## src/rtl/core/r6gf_pkg.sv

```systemverilog
package r6gf_pkg;

    // Word geometry: eight byte lanes in a 64-bit word.
    localparam int WORD_BYTES    = 8;
    localparam int WORD_W        = 64;
    localparam int LANES_DEFAULT = 8;

    // Stripe limits.
    localparam int MAX_DATA_CHUNKS    = 32;
    localparam int MIN_ENCODE_CHUNKS  = 2;
    localparam int MIN_RECOVER_CHUNKS = 3;

    // Field polynomial x^8 + x^4 + x^3 + x^2 + 1.
    localparam logic [8:0] GF_POLY = 9'h11d;

    // Configuration register indexes.
    localparam logic [1:0] REG_MODE   = 2'd0;
    localparam logic [1:0] REG_COUNT  = 2'd1;
    localparam logic [1:0] REG_FIRST  = 2'd2;
    localparam logic [1:0] REG_SECOND = 2'd3;

    // Operation modes.
    localparam logic MODE_ENCODE  = 1'b0;
    localparam logic MODE_RECOVER = 1'b1;

    // Chunk roles on the input channel.
    localparam logic [1:0] ROLE_DATA = 2'd0;
    localparam logic [1:0] ROLE_P    = 2'd1;
    localparam logic [1:0] ROLE_Q    = 2'd2;

    // Result kinds and status codes.
    localparam logic [1:0] KIND_Q      = 2'd0;
    localparam logic [1:0] KIND_FIRST  = 2'd1;
    localparam logic [1:0] KIND_SECOND = 2'd2;
    localparam logic [1:0] KIND_NONE   = 2'd3;
    localparam logic STATUS_OK  = 1'b0;
    localparam logic STATUS_BAD = 1'b1;

    // Per-cycle commands from the sequencer to every byte lane.
    typedef struct packed {
        logic acc_q;       // Q sum ^= coef * byte (encode)
        logic acc_p;       // a term ^= byte
        logic acc_qs_mul;  // b term ^= coef * byte
        logic acc_qs_raw;  // b term ^= byte (Q parity word)
        logic clr_q;       // clear the Q sum
        logic clr_pq;      // clear the a and b terms
        logic mix;         // form g1*a^b and g0*a^b
        logic scale;       // multiply both by the inverse
    } lane_ctrl_t;

    // Multiply by alpha = 2.
    function automatic logic [7:0] gf_xtime(input logic [7:0] a);
        return {a[6:0], 1'b0} ^ (a[7] ? GF_POLY[7:0] : 8'h00);
    endfunction

    // General GF(2^8) multiply, shift and add over the eight bits of b.
    function automatic logic [7:0] gf_mul(input logic [7:0] a, input logic [7:0] b);
        logic [7:0] acc;
        logic [7:0] sh;
        acc = '0;
        sh  = a;
        for (int k = 0; k < 8; k++) begin
            if (b[k]) begin
                acc = acc ^ sh;
            end
            sh = gf_xtime(sh);
        end
        return acc;
    endfunction

    // alpha^e for a chunk index.
    function automatic logic [7:0] gf_alpha_pow(input logic [4:0] e);
        logic [7:0] r;
        case (e)
            5'd0:    r = 8'h01;
            5'd1:    r = 8'h02;
            5'd2:    r = 8'h04;
            5'd3:    r = 8'h08;
            5'd4:    r = 8'h10;
            5'd5:    r = 8'h20;
            5'd6:    r = 8'h40;
            5'd7:    r = 8'h80;
            5'd8:    r = 8'h1d;
            5'd9:    r = 8'h3a;
            5'd10:   r = 8'h74;
            5'd11:   r = 8'he8;
            5'd12:   r = 8'hcd;
            5'd13:   r = 8'h87;
            5'd14:   r = 8'h13;
            5'd15:   r = 8'h26;
            5'd16:   r = 8'h4c;
            5'd17:   r = 8'h98;
            5'd18:   r = 8'h2d;
            5'd19:   r = 8'h5a;
            5'd20:   r = 8'hb4;
            5'd21:   r = 8'h75;
            5'd22:   r = 8'hea;
            5'd23:   r = 8'hc9;
            5'd24:   r = 8'h8f;
            5'd25:   r = 8'h03;
            5'd26:   r = 8'h06;
            5'd27:   r = 8'h0c;
            5'd28:   r = 8'h18;
            5'd29:   r = 8'h30;
            5'd30:   r = 8'h60;
            5'd31:   r = 8'hc0;
            default: r = 8'h01;
        endcase
        return r;
    endfunction

endpackage

```

## src/rtl/core/raid6_gf8_parity_engine_top.sv

```systemverilog
// Channel   Direction  Handshake              Payload
// s_        in         s_valid / s_ready      chunk_role, chunk_index, data_word, flags
// m_        out        m_valid / m_ready      result_word, result_kind, status, flags
// cfg_      in         cfg_valid / cfg_ready  cfg_index, cfg_data (always ready)
//
// Words without last_of_column stream at one word per cycle while the inverse unit is idle.
// A word with last_of_column holds s_ready low while the results are formed: in encode mode
// the Q load, in recover mode mix, scale and two output loads; output stalls hold it longer.
// After reset and after every configuration write the inverse unit runs with s_ready low;
// it computes 1/(alpha^m0 ^ alpha^m1) by square and multiply steps.
// A stalled m_ready holds the output register; input words keep flowing until a
// column end needs it.
module raid6_gf8_parity_engine_top #(
    parameter int LANES = r6gf_pkg::LANES_DEFAULT
) (
    input  logic                        aclk,
    input  logic                        aresetn,
    // Input word channel
    input  logic                        s_valid,
    output logic                        s_ready,
    input  logic [1:0]                  s_chunk_role,
    input  logic [4:0]                  s_chunk_index,
    input  logic [r6gf_pkg::WORD_W-1:0] s_data_word,
    input  logic                        s_last_of_column,
    input  logic                        s_last_column,
    // Result channel
    output logic                        m_valid,
    input  logic                        m_ready,
    output logic [r6gf_pkg::WORD_W-1:0] m_result_word,
    output logic [1:0]                  m_result_kind,
    output logic                        m_status,
    output logic                        m_last_of_run,
    output logic                        m_stripe_end,
    // Configuration write channel
    input  logic                        cfg_valid,
    output logic                        cfg_ready,
    input  logic [1:0]                  cfg_index,
    input  logic [5:0]                  cfg_data
);
    import r6gf_pkg::*;

    localparam logic [2:0] ST_RUN   = 3'd0;
    localparam logic [2:0] ST_FIN   = 3'd1;
    localparam logic [2:0] ST_SCALE = 3'd2;
    localparam logic [2:0] ST_OUT0  = 3'd3;
    localparam logic [2:0] ST_OUT1  = 3'd4;

    logic       mode_reg;
    logic [5:0] count_reg;
    logic [4:0] first_reg;
    logic [4:0] second_reg;

    logic [2:0] state_reg, state_next;
    logic       lc_reg, lc_next;

    logic              m_valid_reg, m_valid_next;
    logic [WORD_W-1:0] word_reg, word_next;
    logic [1:0]        kind_reg, kind_next;
    logic              status_reg, status_next;
    logic              last_reg, last_next;
    logic              se_reg, se_next;

    logic       cfg_write;
    logic       cfg_ok;
    logic       count_ok;
    logic [7:0] g0, g1, coef, inv;
    logic       inv_busy;
    logic       in_take;
    logic       idx_in_range;
    logic       idx_missing;
    logic       out_free;
    lane_ctrl_t ctrl;

    logic [WORD_W-1:0] q_word, d0_word, d1_word;

    // Configuration registers; every write restarts the inverse unit.
    assign cfg_ready = 1'b1;
    assign cfg_write = cfg_valid && cfg_ready;

    always_ff @(posedge aclk) begin
        if (!aresetn) begin
            mode_reg   <= MODE_ENCODE;
            count_reg  <= 6'd3;
            first_reg  <= 5'd0;
            second_reg <= 5'd1;
        end else if (cfg_write) begin
            case (cfg_index)
                REG_MODE:   mode_reg   <= cfg_data[0];
                REG_COUNT:  count_reg  <= cfg_data;
                REG_FIRST:  first_reg  <= cfg_data[4:0];
                REG_SECOND: second_reg <= cfg_data[4:0];
                default:    ;
            endcase
        end
    end

    // Settings check for the selected mode.
    assign count_ok = {3'b000, count_reg} <= 9'(MAX_DATA_CHUNKS);
    always_comb begin
        if (mode_reg == MODE_ENCODE) begin
            cfg_ok = count_ok && (count_reg >= 6'(MIN_ENCODE_CHUNKS));
        end else begin
            cfg_ok = count_ok && (count_reg >= 6'(MIN_RECOVER_CHUNKS))
                     && (first_reg < second_reg)
                     && ({1'b0, second_reg} < count_reg);
        end
    end

    // Field coefficients.
    assign g0   = gf_alpha_pow(first_reg);
    assign g1   = gf_alpha_pow(second_reg);
    assign coef = gf_alpha_pow(s_chunk_index);

    r6gf_inv u_inv (
        .aclk    (aclk),
        .aresetn (aresetn),
        .start   (cfg_write),
        .x       (g0 ^ g1),
        .busy    (inv_busy),
        .inv_out (inv)
    );

    // Byte lanes; lanes from index LANES upward read as zero.
    for (genvar l = 0; l < WORD_BYTES; l++) begin : g_lane
        if (l < LANES) begin : g_on
            r6gf_lane u_lane (
                .aclk    (aclk),
                .aresetn (aresetn),
                .ctrl    (ctrl),
                .in_byte (s_data_word[8*l +: 8]),
                .coef    (coef),
                .g0      (g0),
                .g1      (g1),
                .inv     (inv),
                .q_byte  (q_word[8*l +: 8]),
                .d0_byte (d0_word[8*l +: 8]),
                .d1_byte (d1_word[8*l +: 8])
            );
        end else begin : g_off
            assign q_word[8*l +: 8]  = 8'h00;
            assign d0_word[8*l +: 8] = 8'h00;
            assign d1_word[8*l +: 8] = 8'h00;
        end
    end

    assign s_ready      = (state_reg == ST_RUN) && !inv_busy;
    assign in_take      = s_valid && s_ready;
    assign idx_in_range = {1'b0, s_chunk_index} < count_reg;
    assign idx_missing  = (s_chunk_index == first_reg) || (s_chunk_index == second_reg);
    assign out_free     = !m_valid_reg || m_ready;

    // Sequencer: accumulate, then form and merge the lane results into the output register.
    always_comb begin
        ctrl         = '0;
        state_next   = state_reg;
        lc_next      = lc_reg;
        m_valid_next = m_valid_reg && !m_ready;
        word_next    = word_reg;
        kind_next    = kind_reg;
        status_next  = status_reg;
        last_next    = last_reg;
        se_next      = se_reg;
        case (state_reg)
            ST_RUN: begin
                if (in_take) begin
                    if (cfg_ok) begin
                        if (mode_reg == MODE_ENCODE) begin
                            ctrl.acc_q = (s_chunk_role == ROLE_DATA) && idx_in_range;
                        end else begin
                            ctrl.acc_qs_mul = (s_chunk_role == ROLE_DATA) && idx_in_range
                                              && !idx_missing;
                            ctrl.acc_p      = ctrl.acc_qs_mul || (s_chunk_role == ROLE_P);
                            ctrl.acc_qs_raw = (s_chunk_role == ROLE_Q);
                        end
                    end
                    if (s_last_of_column) begin
                        lc_next    = s_last_column;
                        state_next = ST_FIN;
                    end
                end
            end
            ST_FIN: begin
                if (!cfg_ok) begin
                    if (out_free) begin
                        m_valid_next = 1'b1;
                        word_next    = '0;
                        kind_next    = KIND_NONE;
                        status_next  = STATUS_BAD;
                        last_next    = 1'b1;
                        se_next      = lc_reg;
                        ctrl.clr_q   = 1'b1;
                        ctrl.clr_pq  = 1'b1;
                        state_next   = ST_RUN;
                    end
                end else if (mode_reg == MODE_ENCODE) begin
                    if (out_free) begin
                        m_valid_next = 1'b1;
                        word_next    = q_word;
                        kind_next    = KIND_Q;
                        status_next  = STATUS_OK;
                        last_next    = 1'b1;
                        se_next      = lc_reg;
                        ctrl.clr_q   = 1'b1;
                        state_next   = ST_RUN;
                    end
                end else begin
                    ctrl.mix    = 1'b1;
                    ctrl.clr_pq = 1'b1;
                    state_next  = ST_SCALE;
                end
            end
            ST_SCALE: begin
                ctrl.scale = 1'b1;
                state_next = ST_OUT0;
            end
            ST_OUT0: begin
                if (out_free) begin
                    m_valid_next = 1'b1;
                    word_next    = d0_word;
                    kind_next    = KIND_FIRST;
                    status_next  = STATUS_OK;
                    last_next    = 1'b0;
                    se_next      = lc_reg;
                    state_next   = ST_OUT1;
                end
            end
            ST_OUT1: begin
                if (out_free) begin
                    m_valid_next = 1'b1;
                    word_next    = d1_word;
                    kind_next    = KIND_SECOND;
                    status_next  = STATUS_OK;
                    last_next    = 1'b1;
                    se_next      = lc_reg;
                    state_next   = ST_RUN;
                end
            end
            default: begin
                state_next = ST_RUN;
            end
        endcase
    end

    always_ff @(posedge aclk) begin
        if (!aresetn) begin
            state_reg   <= ST_RUN;
            m_valid_reg <= 1'b0;
        end else begin
            state_reg   <= state_next;
            m_valid_reg <= m_valid_next;
        end
    end

    always_ff @(posedge aclk) begin
        lc_reg     <= lc_next;
        word_reg   <= word_next;
        kind_reg   <= kind_next;
        status_reg <= status_next;
        last_reg   <= last_next;
        se_reg     <= se_next;
    end

    assign m_valid       = m_valid_reg;
    assign m_result_word = word_reg;
    assign m_result_kind = kind_reg;
    assign m_status      = status_reg;
    assign m_last_of_run = last_reg;
    assign m_stripe_end  = se_reg;

    // A column end always stops the input in the cycle after it is accepted.
    ap_col_end_stall: assert property (@(posedge aclk) disable iff (!aresetn)
        s_valid && s_ready && s_last_of_column |=> !s_ready)
        else $error("input accepted right after a column end");

    // A configuration write blocks input while the inverse is recomputed.
    ap_cfg_blocks: assert property (@(posedge aclk) disable iff (!aresetn)
        cfg_valid && cfg_ready |=> !s_ready)
        else $error("input open during inverse recompute");

    // The second recovered word follows the first at once.
    ap_second_follows: assert property (@(posedge aclk) disable iff (!aresetn)
        m_valid && m_ready && m_result_kind == KIND_FIRST
        |=> m_valid && m_result_kind == KIND_SECOND)
        else $error("second recovered word missing");

    // Error results carry the error status, a zero word and end the run.
    ap_error_result: assert property (@(posedge aclk) disable iff (!aresetn)
        m_valid && m_result_kind == KIND_NONE
        |-> m_status == STATUS_BAD && m_last_of_run && m_result_word == '0)
        else $error("malformed error result");

    // Good results never carry the no-result kind.
    ap_ok_kind: assert property (@(posedge aclk) disable iff (!aresetn)
        m_valid && m_status == STATUS_OK |-> m_result_kind != KIND_NONE)
        else $error("ok status with no-result kind");

endmodule

```

## src/rtl/core/r6gf_lane.sv

```systemverilog
module r6gf_lane (
    input  logic                   aclk,
    input  logic                   aresetn,
    input  r6gf_pkg::lane_ctrl_t   ctrl,
    input  logic [7:0]             in_byte,
    input  logic [7:0]             coef,
    input  logic [7:0]             g0,
    input  logic [7:0]             g1,
    input  logic [7:0]             inv,
    output logic [7:0]             q_byte,
    output logic [7:0]             d0_byte,
    output logic [7:0]             d1_byte
);
    import r6gf_pkg::*;

    logic [7:0] q_acc_reg, q_acc_next;
    logic [7:0] p_syn_reg, p_syn_next;
    logic [7:0] q_syn_reg, q_syn_next;
    logic [7:0] t0_reg, t0_next;
    logic [7:0] t1_reg, t1_next;
    logic [7:0] prod;

    // Scaled input byte, shared by the encode sum and the b term.
    assign prod = gf_mul(in_byte, coef);

    // Accumulators: a clear always wins over an add.
    always_comb begin
        q_acc_next = q_acc_reg;
        p_syn_next = p_syn_reg;
        q_syn_next = q_syn_reg;
        if (ctrl.clr_q) begin
            q_acc_next = '0;
        end else if (ctrl.acc_q) begin
            q_acc_next = q_acc_reg ^ prod;
        end
        if (ctrl.clr_pq) begin
            p_syn_next = '0;
            q_syn_next = '0;
        end else begin
            p_syn_next = p_syn_reg ^ (ctrl.acc_p ? in_byte : 8'h00);
            q_syn_next = q_syn_reg ^ (ctrl.acc_qs_mul ? prod : 8'h00)
                                   ^ (ctrl.acc_qs_raw ? in_byte : 8'h00);
        end
    end

    // Two-step solve of the 2x2 system, one multiply per register.
    always_comb begin
        t0_next = t0_reg;
        t1_next = t1_reg;
        if (ctrl.mix) begin
            t0_next = gf_mul(p_syn_reg, g1) ^ q_syn_reg;
            t1_next = gf_mul(p_syn_reg, g0) ^ q_syn_reg;
        end else if (ctrl.scale) begin
            t0_next = gf_mul(t0_reg, inv);
            t1_next = gf_mul(t1_reg, inv);
        end
    end

    always_ff @(posedge aclk) begin
        if (!aresetn) begin
            q_acc_reg <= '0;
            p_syn_reg <= '0;
            q_syn_reg <= '0;
        end else begin
            q_acc_reg <= q_acc_next;
            p_syn_reg <= p_syn_next;
            q_syn_reg <= q_syn_next;
        end
    end

    always_ff @(posedge aclk) begin
        t0_reg <= t0_next;
        t1_reg <= t1_next;
    end

    assign q_byte  = q_acc_reg;
    assign d0_byte = t0_reg;
    assign d1_byte = t1_reg;

endmodule

```

## src/rtl/core/r6gf_inv.sv

```systemverilog
module r6gf_inv (
    input  logic       aclk,
    input  logic       aresetn,
    input  logic       start,
    input  logic [7:0] x,
    output logic       busy,
    output logic [7:0] inv_out
);
    import r6gf_pkg::*;

    // Load step, then seven square steps interleaved with seven multiply steps.
    localparam logic [3:0] LAST_STEP = 4'd14;

    logic       busy_reg, busy_next;
    logic [3:0] cnt_reg, cnt_next;
    logic [7:0] s_reg, s_next;
    logic [7:0] r_reg, r_next;

    // x^254 = x^2 * x^4 * ... * x^128; zero maps to zero.
    always_comb begin
        busy_next = busy_reg;
        cnt_next  = cnt_reg;
        s_next    = s_reg;
        r_next    = r_reg;
        if (start) begin
            busy_next = 1'b1;
            cnt_next  = '0;
        end else if (busy_reg) begin
            if (cnt_reg == '0) begin
                s_next = x;
                r_next = 8'h01;
            end else if (cnt_reg[0]) begin
                s_next = gf_mul(s_reg, s_reg);
            end else begin
                r_next = gf_mul(r_reg, s_reg);
            end
            if (cnt_reg == LAST_STEP) begin
                busy_next = 1'b0;
            end
            cnt_next = cnt_reg + 4'd1;
        end
    end

    always_ff @(posedge aclk) begin
        if (!aresetn) begin
            busy_reg <= 1'b1;
            cnt_reg  <= '0;
        end else begin
            busy_reg <= busy_next;
            cnt_reg  <= cnt_next;
        end
    end

    always_ff @(posedge aclk) begin
        s_reg <= s_next;
        r_reg <= r_next;
    end

    assign busy    = busy_reg;
    assign inv_out = r_reg;

endmodule
```

## config.mk

```make
export PLATFORM = sky130hd
export DESIGN_NAME = raid6_gf8_parity_engine_top
export DESIGN_NICKNAME = d
export VERILOG_FILES = /design/src/rtl/core/r6gf_pkg.sv /design/src/rtl/core/raid6_gf8_parity_engine_top.sv /design/src/rtl/core/r6gf_lane.sv /design/src/rtl/core/r6gf_inv.sv
export SDC_FILE = /design/constraint.sdc
export NUM_CORES = 2
export LEC_CHECK = 0
export CAP_MARGIN = 20
export CORE_ASPECT_RATIO = 1.4
export CORE_UTILIZATION = 55
export DETAILED_ROUTE_END_ITERATION = 10
export DONT_BUFFER_PORTS = 1
export GPL_TIMING_DRIVEN = 0
export PLACE_DENSITY_LB_ADDON = 0.3
export SETUP_SLACK_MARGIN = 0.1
export SLEW_MARGIN = 20
export SYNTH_ARGS = -nofsm -noshare
export SYNTH_HDL_FRONTEND = slang
export SYNTH_SLANG_ARGS = --single-unit
```

## constraint.sdc

```tcl
create_clock -name aclk -period 23.2 [get_ports aclk]
set_input_delay 1.16 -clock aclk [delete_from_list [all_inputs] [get_ports aclk]]
set_output_delay 1.16 -clock aclk [all_outputs]
set_load 0.05 [all_outputs]
```

==> impl_metrics.tcl, run 1 <==
set metrics [dict create \
    die_width_um 302.5 \
    die-height_um 422.6 \
    post_synth_inst_count 9681 \
    vias_in_the_first_global_route 84780 \
    postCtsSetupRepairBufs 0 \
    synth_warnings 0 \
    yosysSeqAreaShare 0.1598 \
    clock_tree.htree_level_count 2 \
    most_numerous_cell_types_in_the_synthesized_netlist "sky130_fd_sc_hd__xnor2_1, sky130_fd_sc_hd__nand2_1, sky130_fd_sc_hd__xor2_1, sky130_fd_sc_hd__clkbuf_1, sky130_fd_sc_hd__nor2_1" \
    syn-num-nets 9804 \
    yosysMostFrequentCell "sky130_fd_sc_hd__xnor2_1" \
    grt_start_max_net_pins 32 \
    synth_seq_cells 448 \
    detailed_place_hpwl_mm 339.7 \
    io_pins 158 \
    holdBufCountCts 0 \
    gr-usage-all-layers 0.8029 \
    synth_largest_area_cell "sky130_fd_sc_hd__xnor2_1" \
    io_buffers 0 \
    synth_area_leaders "sky130_fd_sc_hd__xnor2_1, sky130_fd_sc_hd__nand2_1, sky130_fd_sc_hd__xor2_1, sky130_fd_sc_hd__edfxtp_1, sky130_fd_sc_hd__dfxtp_1" \
    cts_inserted_buffers 50 \
    grt_first_pass_wirelength_mm 755.5 \
    synth_area_per_cell_um2 7.180 \
    synth_enable_flop_cells 214 \
    yosysTopAreaCellShare 0.2723 \
    effective_utilization_at_floorplan 0.5533 \
    cts_root_buf "sky130_fd_sc_hd__clkbuf_16" \
    async_flop_share 0 \
    synth.lib_cells_used.distinct 107 \
    core.rowCount 154 \
    tritoncts_num_sinks 448 \
    grt_remaining_overflow 1492 \
    cts-resized-gates 0 \
    status "did not finish" \
    ys.flop_type "sky130_fd_sc_hd__dfxtp_1" \
    stopped_at "global routing (5_1_grt)" \
    dpl.cell_count 11350 \
    gp_routability_congestion 1.261 \
    stop_error "[ERROR GRT-0116] Global routing finished with congestion. Check the congestion regions in the DRC Viewer." \
    cts_buffer_depth 3 \
    synthesis.area_um2 69510 \
]
layer usage:
metal	track usage	GRT overflow
met1	0.8123	12
met2	0.9557	928
met3	0.6505	23
met4	0.8017	529
met5	0.2938	0
logic make-up after synthesis:
kind of cell	count (synthesis)	synth area share
flops	448	0.1598
mux	150	0.02243
compound gates	1698	0.1569
buf+inv	1063	0.06167
xor+xnor	2998	0.3948
other cells	1	0.00005395
simple gates	3286	0.1976
fa+ha+maj	37	0.006660
through the flow:
step                      cell area [um2]  hold slack (ns)  worst slack, ns
after floorplan                     69510           0.4003            14.48
after global placement              71560           0.4005            9.660
after detailed placement            72270           0.4054            17.24
after CTS                           73900           0.4212            17.76
==> inputs of run 2 (changes only) <==
- CORE_ASPECT_RATIO: 1.4 -> default
- CORE_UTILIZATION: 55 -> 40
- PLACE_DENSITY_LB_ADDON: 0.3 -> 0.15
- SETUP_SLACK_MARGIN: 0.1 -> default
==> impl_metrics.tcl, run 2 <==
set metrics [dict create \
    slew-limit-headroom 0.08299 \
    critical_path_data_arrival_time_ns 6.51 \
    worst_hold_margin_ns 0.4197 \
    async_flop_share 0 \
    grt_remaining_overflow 0 \
    synth_area_leaders "sky130_fd_sc_hd__xnor2_1, sky130_fd_sc_hd__nand2_1, sky130_fd_sc_hd__xor2_1, sky130_fd_sc_hd__edfxtp_1, sky130_fd_sc_hd__dfxtp_1" \
    synth_warnings 0 \
    layout.cells.most_common_list "sky130_fd_sc_hd__xnor2_1, sky130_fd_sc_hd__nand2_1, sky130_fd_sc_hd__xor2_1" \
    io_pins 158 \
    critPathKind "reg2reg" \
    synth_largest_area_cell "sky130_fd_sc_hd__xnor2_1" \
    cts_inserted_buffers 58 \
    most_numerous_cell_types_in_the_synthesized_netlist "sky130_fd_sc_hd__xnor2_1, sky130_fd_sc_hd__nand2_1, sky130_fd_sc_hd__xor2_1, sky130_fd_sc_hd__clkbuf_1, sky130_fd_sc_hd__nor2_1" \
    crit_path_start_kind "register" \
    route.detailed.drc 0 \
    timing_worst_slew_pin_value_ns 1.376 \
    max-cap-violations 0 \
    timing.critical_path.required_ns 23.66 \
    setup_viol_count_final 0 \
    via_per_inst 6.564 \
    maximum_vdd_drop_v 0.00009319 \
    vias_in_the_first_global_route 70810 \
    crit_path_cells "clkbuf_1 > clkbuf_1 > buf_1 > buf_1 > o211ai_1 > nand2_1 > xnor2_1 > nor2_1 > a21oi_1" \
    uppermost_signal_routing_layer_after_detailed_routing "met5" \
    design.final.nets 9903 \
    fill_cells 18150 \
    synth_area_per_cell_um2 7.180 \
    detail_route.iter0.violations 14400 \
    detail_route.wirelength_mm 490.0 \
    share_of_layout_cells_above_drive_strength_1 0.05609 \
    die-height_um 418.9 \
    cts-resized-gates 0 \
    antenna_violating_nets_remaining 0 \
    ys.flop_type "sky130_fd_sc_hd__dfxtp_1" \
    timing.clock.skew_ns 0.05763 \
    critPathCaptureType "register" \
    cts_tree "built" \
    tns_ns 0 \
    achievable-frequency_ghz 0.1651 \
    synth_seq_cells 448 \
    core.rowCount 152 \
    netSwitchingFraction 0.5675 \
    cell_internal_pwr_mw 3.273 \
    timing.final.ws_setup_ns 17.14 \
    yosysSeqAreaShare 0.1598 \
    postCtsSetupRepairBufs 0 \
    io_buffers 0 \
    worstPathBufferInverterCount 4 \
    slowest_delay_ns 1.08 \
    total_die_area_um2 175500 \
    detailedPlace.worstSlack_ns 17.29 \
    synthesis.area_um2 69510 \
    rsz0062_at_grt "no" \
    drtPass1Iterations 10 \
    grt_start_max_net_pins 30 \
    effective_utilization_at_floorplan 0.4039 \
    via_count 80070 \
    cts_root_buf "sky130_fd_sc_hd__clkbuf_16" \
    route.detailed.wl_per_inst_um 40.17 \
    area_growth_pct 8.730 \
    met3RoutedLength_mm 71.61 \
    clkSlewWorstSetupHoldPaths_ns 0.06 \
    critPathMaxFanout 10 \
    report.final.slew_viol_count 0 \
    critical_path.top_delay_family "buffers and inverters" \
    detailed_place_hpwl_mm 366.8 \
    synth.lib_cells_used.distinct 107 \
    die_width_um 418.9 \
    syn-num-nets 9804 \
    power_frac_seq 0.131 \
    gr-usage-all-layers 0.5361 \
    holdBufCountCts 0 \
    placeableCoreArea_um2 172100 \
    cts_buffer_depth 3 \
    clkLatencyLatePin_ns 0.79 \
    p_leak_nw 26.17 \
    gp_routability_congestion 1.134 \
    yosysMostFrequentCell "sky130_fd_sc_hd__xnor2_1" \
    tritoncts_num_sinks 448 \
    synth_enable_flop_cells 214 \
    period_minus_slack_ns 6.057 \
    clock_tree.htree_level_count 2 \
    layout_worst_path_cycle_share 0.2611 \
    layout.cells.most_common "sky130_fd_sc_hd__xnor2_1" \
    grt_antenna_before_repair 68 \
    pwr-share-comb 0.737 \
    report.final.hold_viol_count 0 \
    total_switching_power_mw 4.294 \
    met2_wirelength_mm 191.3 \
    yosysTopAreaCellShare 0.2723 \
    hold_path_class "reg2reg" \
    grt_first_pass_wirelength_mm 638.0 \
    status "finished, final reports clean" \
    pwr-share-clk 0.132 \
    detail_route.wirelength.met1_mm 171.7 \
    worst_path_slowest_cell "sky130_fd_sc_hd__buf_1" \
    power.density_nw_per_um2 100.1 \
    post_synth_inst_count 9681 \
]
run 2: final timing paths:
| check | slack (ns) | depth (start not counted) | to | startpoint |
|---|---|---|---|---|
| min reg2reg | 0.42 | 0 | m_stripe_end | lc_reg |
| max reg2reg | 17.14 | 9 | g_lane[0].g_on.u_lane.d1_byte[4] | g0[3] |
| min | 0.42 | 0 | m_stripe_end | lc_reg |
| max | 17.14 | 9 | g_lane[0].g_on.u_lane.d1_byte[4] | g0[3] |
run 2: logic make-up (layout without fill, tap and decap cells):
| group | Yosys count | count (layout) | synth area share |
|---|---|---|---|
| compound gates | 1698 | 1698 | 0.1569 |
| xor+xnor | 2998 | 2998 | 0.3948 |
| fa+ha+maj | 37 | 37 | 0.006660 |
| buf+inv | 1063 | 1205 | 0.06167 |
| flops | 448 | 448 | 0.1598 |
| mux | 150 | 150 | 0.02243 |
| other cells | 1 | 67 | 0.00005395 |
| simple gates | 3286 | 3286 | 0.1976 |
run 2: final cells by class:
| type | count | area (um2) | share of cell area |
|---|---|---|---|
| flip-flops and latches | 448 | 11110 | 0.1470 |
| repair buffers | 39 | 629.4 | 0.008327 |
| well taps | 2310 | 2890 | 0.03824 |
| multi-input cells | 8170 | 54300 | 0.7185 |
| plain buffers | 913 | 3954 | 0.05231 |
| diodes | 66 | 165.2 | 0.002185 |
| clock buffers | 68 | 1550 | 0.02051 |
| inverters | 150 | 563.0 | 0.007450 |
| clock inverters | 35 | 412.9 | 0.005463 |
run 2: worst register-to-register path, cell delays in order (launching register included):
cell                       delay [ns]
sky130_fd_sc_hd__dfxtp_1         0.39
sky130_fd_sc_hd__clkbuf_1        0.79
sky130_fd_sc_hd__clkbuf_1        1.06
sky130_fd_sc_hd__buf_1           1.09
sky130_fd_sc_hd__buf_1           0.93
sky130_fd_sc_hd__o211ai_1        0.19
sky130_fd_sc_hd__nand2_1         0.17
sky130_fd_sc_hd__xnor2_1         0.10
sky130_fd_sc_hd__nor2_1          0.91
sky130_fd_sc_hd__a21oi_1         0.13
run 2: layer usage:
layer / GRT usage / vias to the layer above
met2: 0.7425 / 7360
met1: 0.6173 / 38220
li1: - / 32230
met3: 0.2254 / 2206
met4: 0.4987 / 62
met5: 0.007502 / -
run 2: per-stage QoR:
stage                     instances  utilization  instance area, um2  total power, mW
after global placement        11990       0.4207               72400            6.079
after global routing          12130       0.4382               75420            7.505
final                         12200       0.4391               75580            7.567
after floorplan                9681            -               69510            4.016
after detailed placement      12020       0.4261               73340            6.138
after CTS                     12130       0.4375               75300            7.141
run 2: power groups by stage:
| stage | clock network, mW | registers, mW | logic (mW) |
|---|---|---|---|
| finish | 0.997 | 0.994 | 5.58 |
| global route | 1.02 | 0.995 | 5.50 |
| CTS | 0.987 | 0.994 | 5.16 |
| detailed placement | 0 | 1.01 | 5.13 |
| global placement | 0 | 1.01 | 5.07 |
| floorplan | 0 | 1.00 | 3.01 |
(Power assumes the default switching activity.)
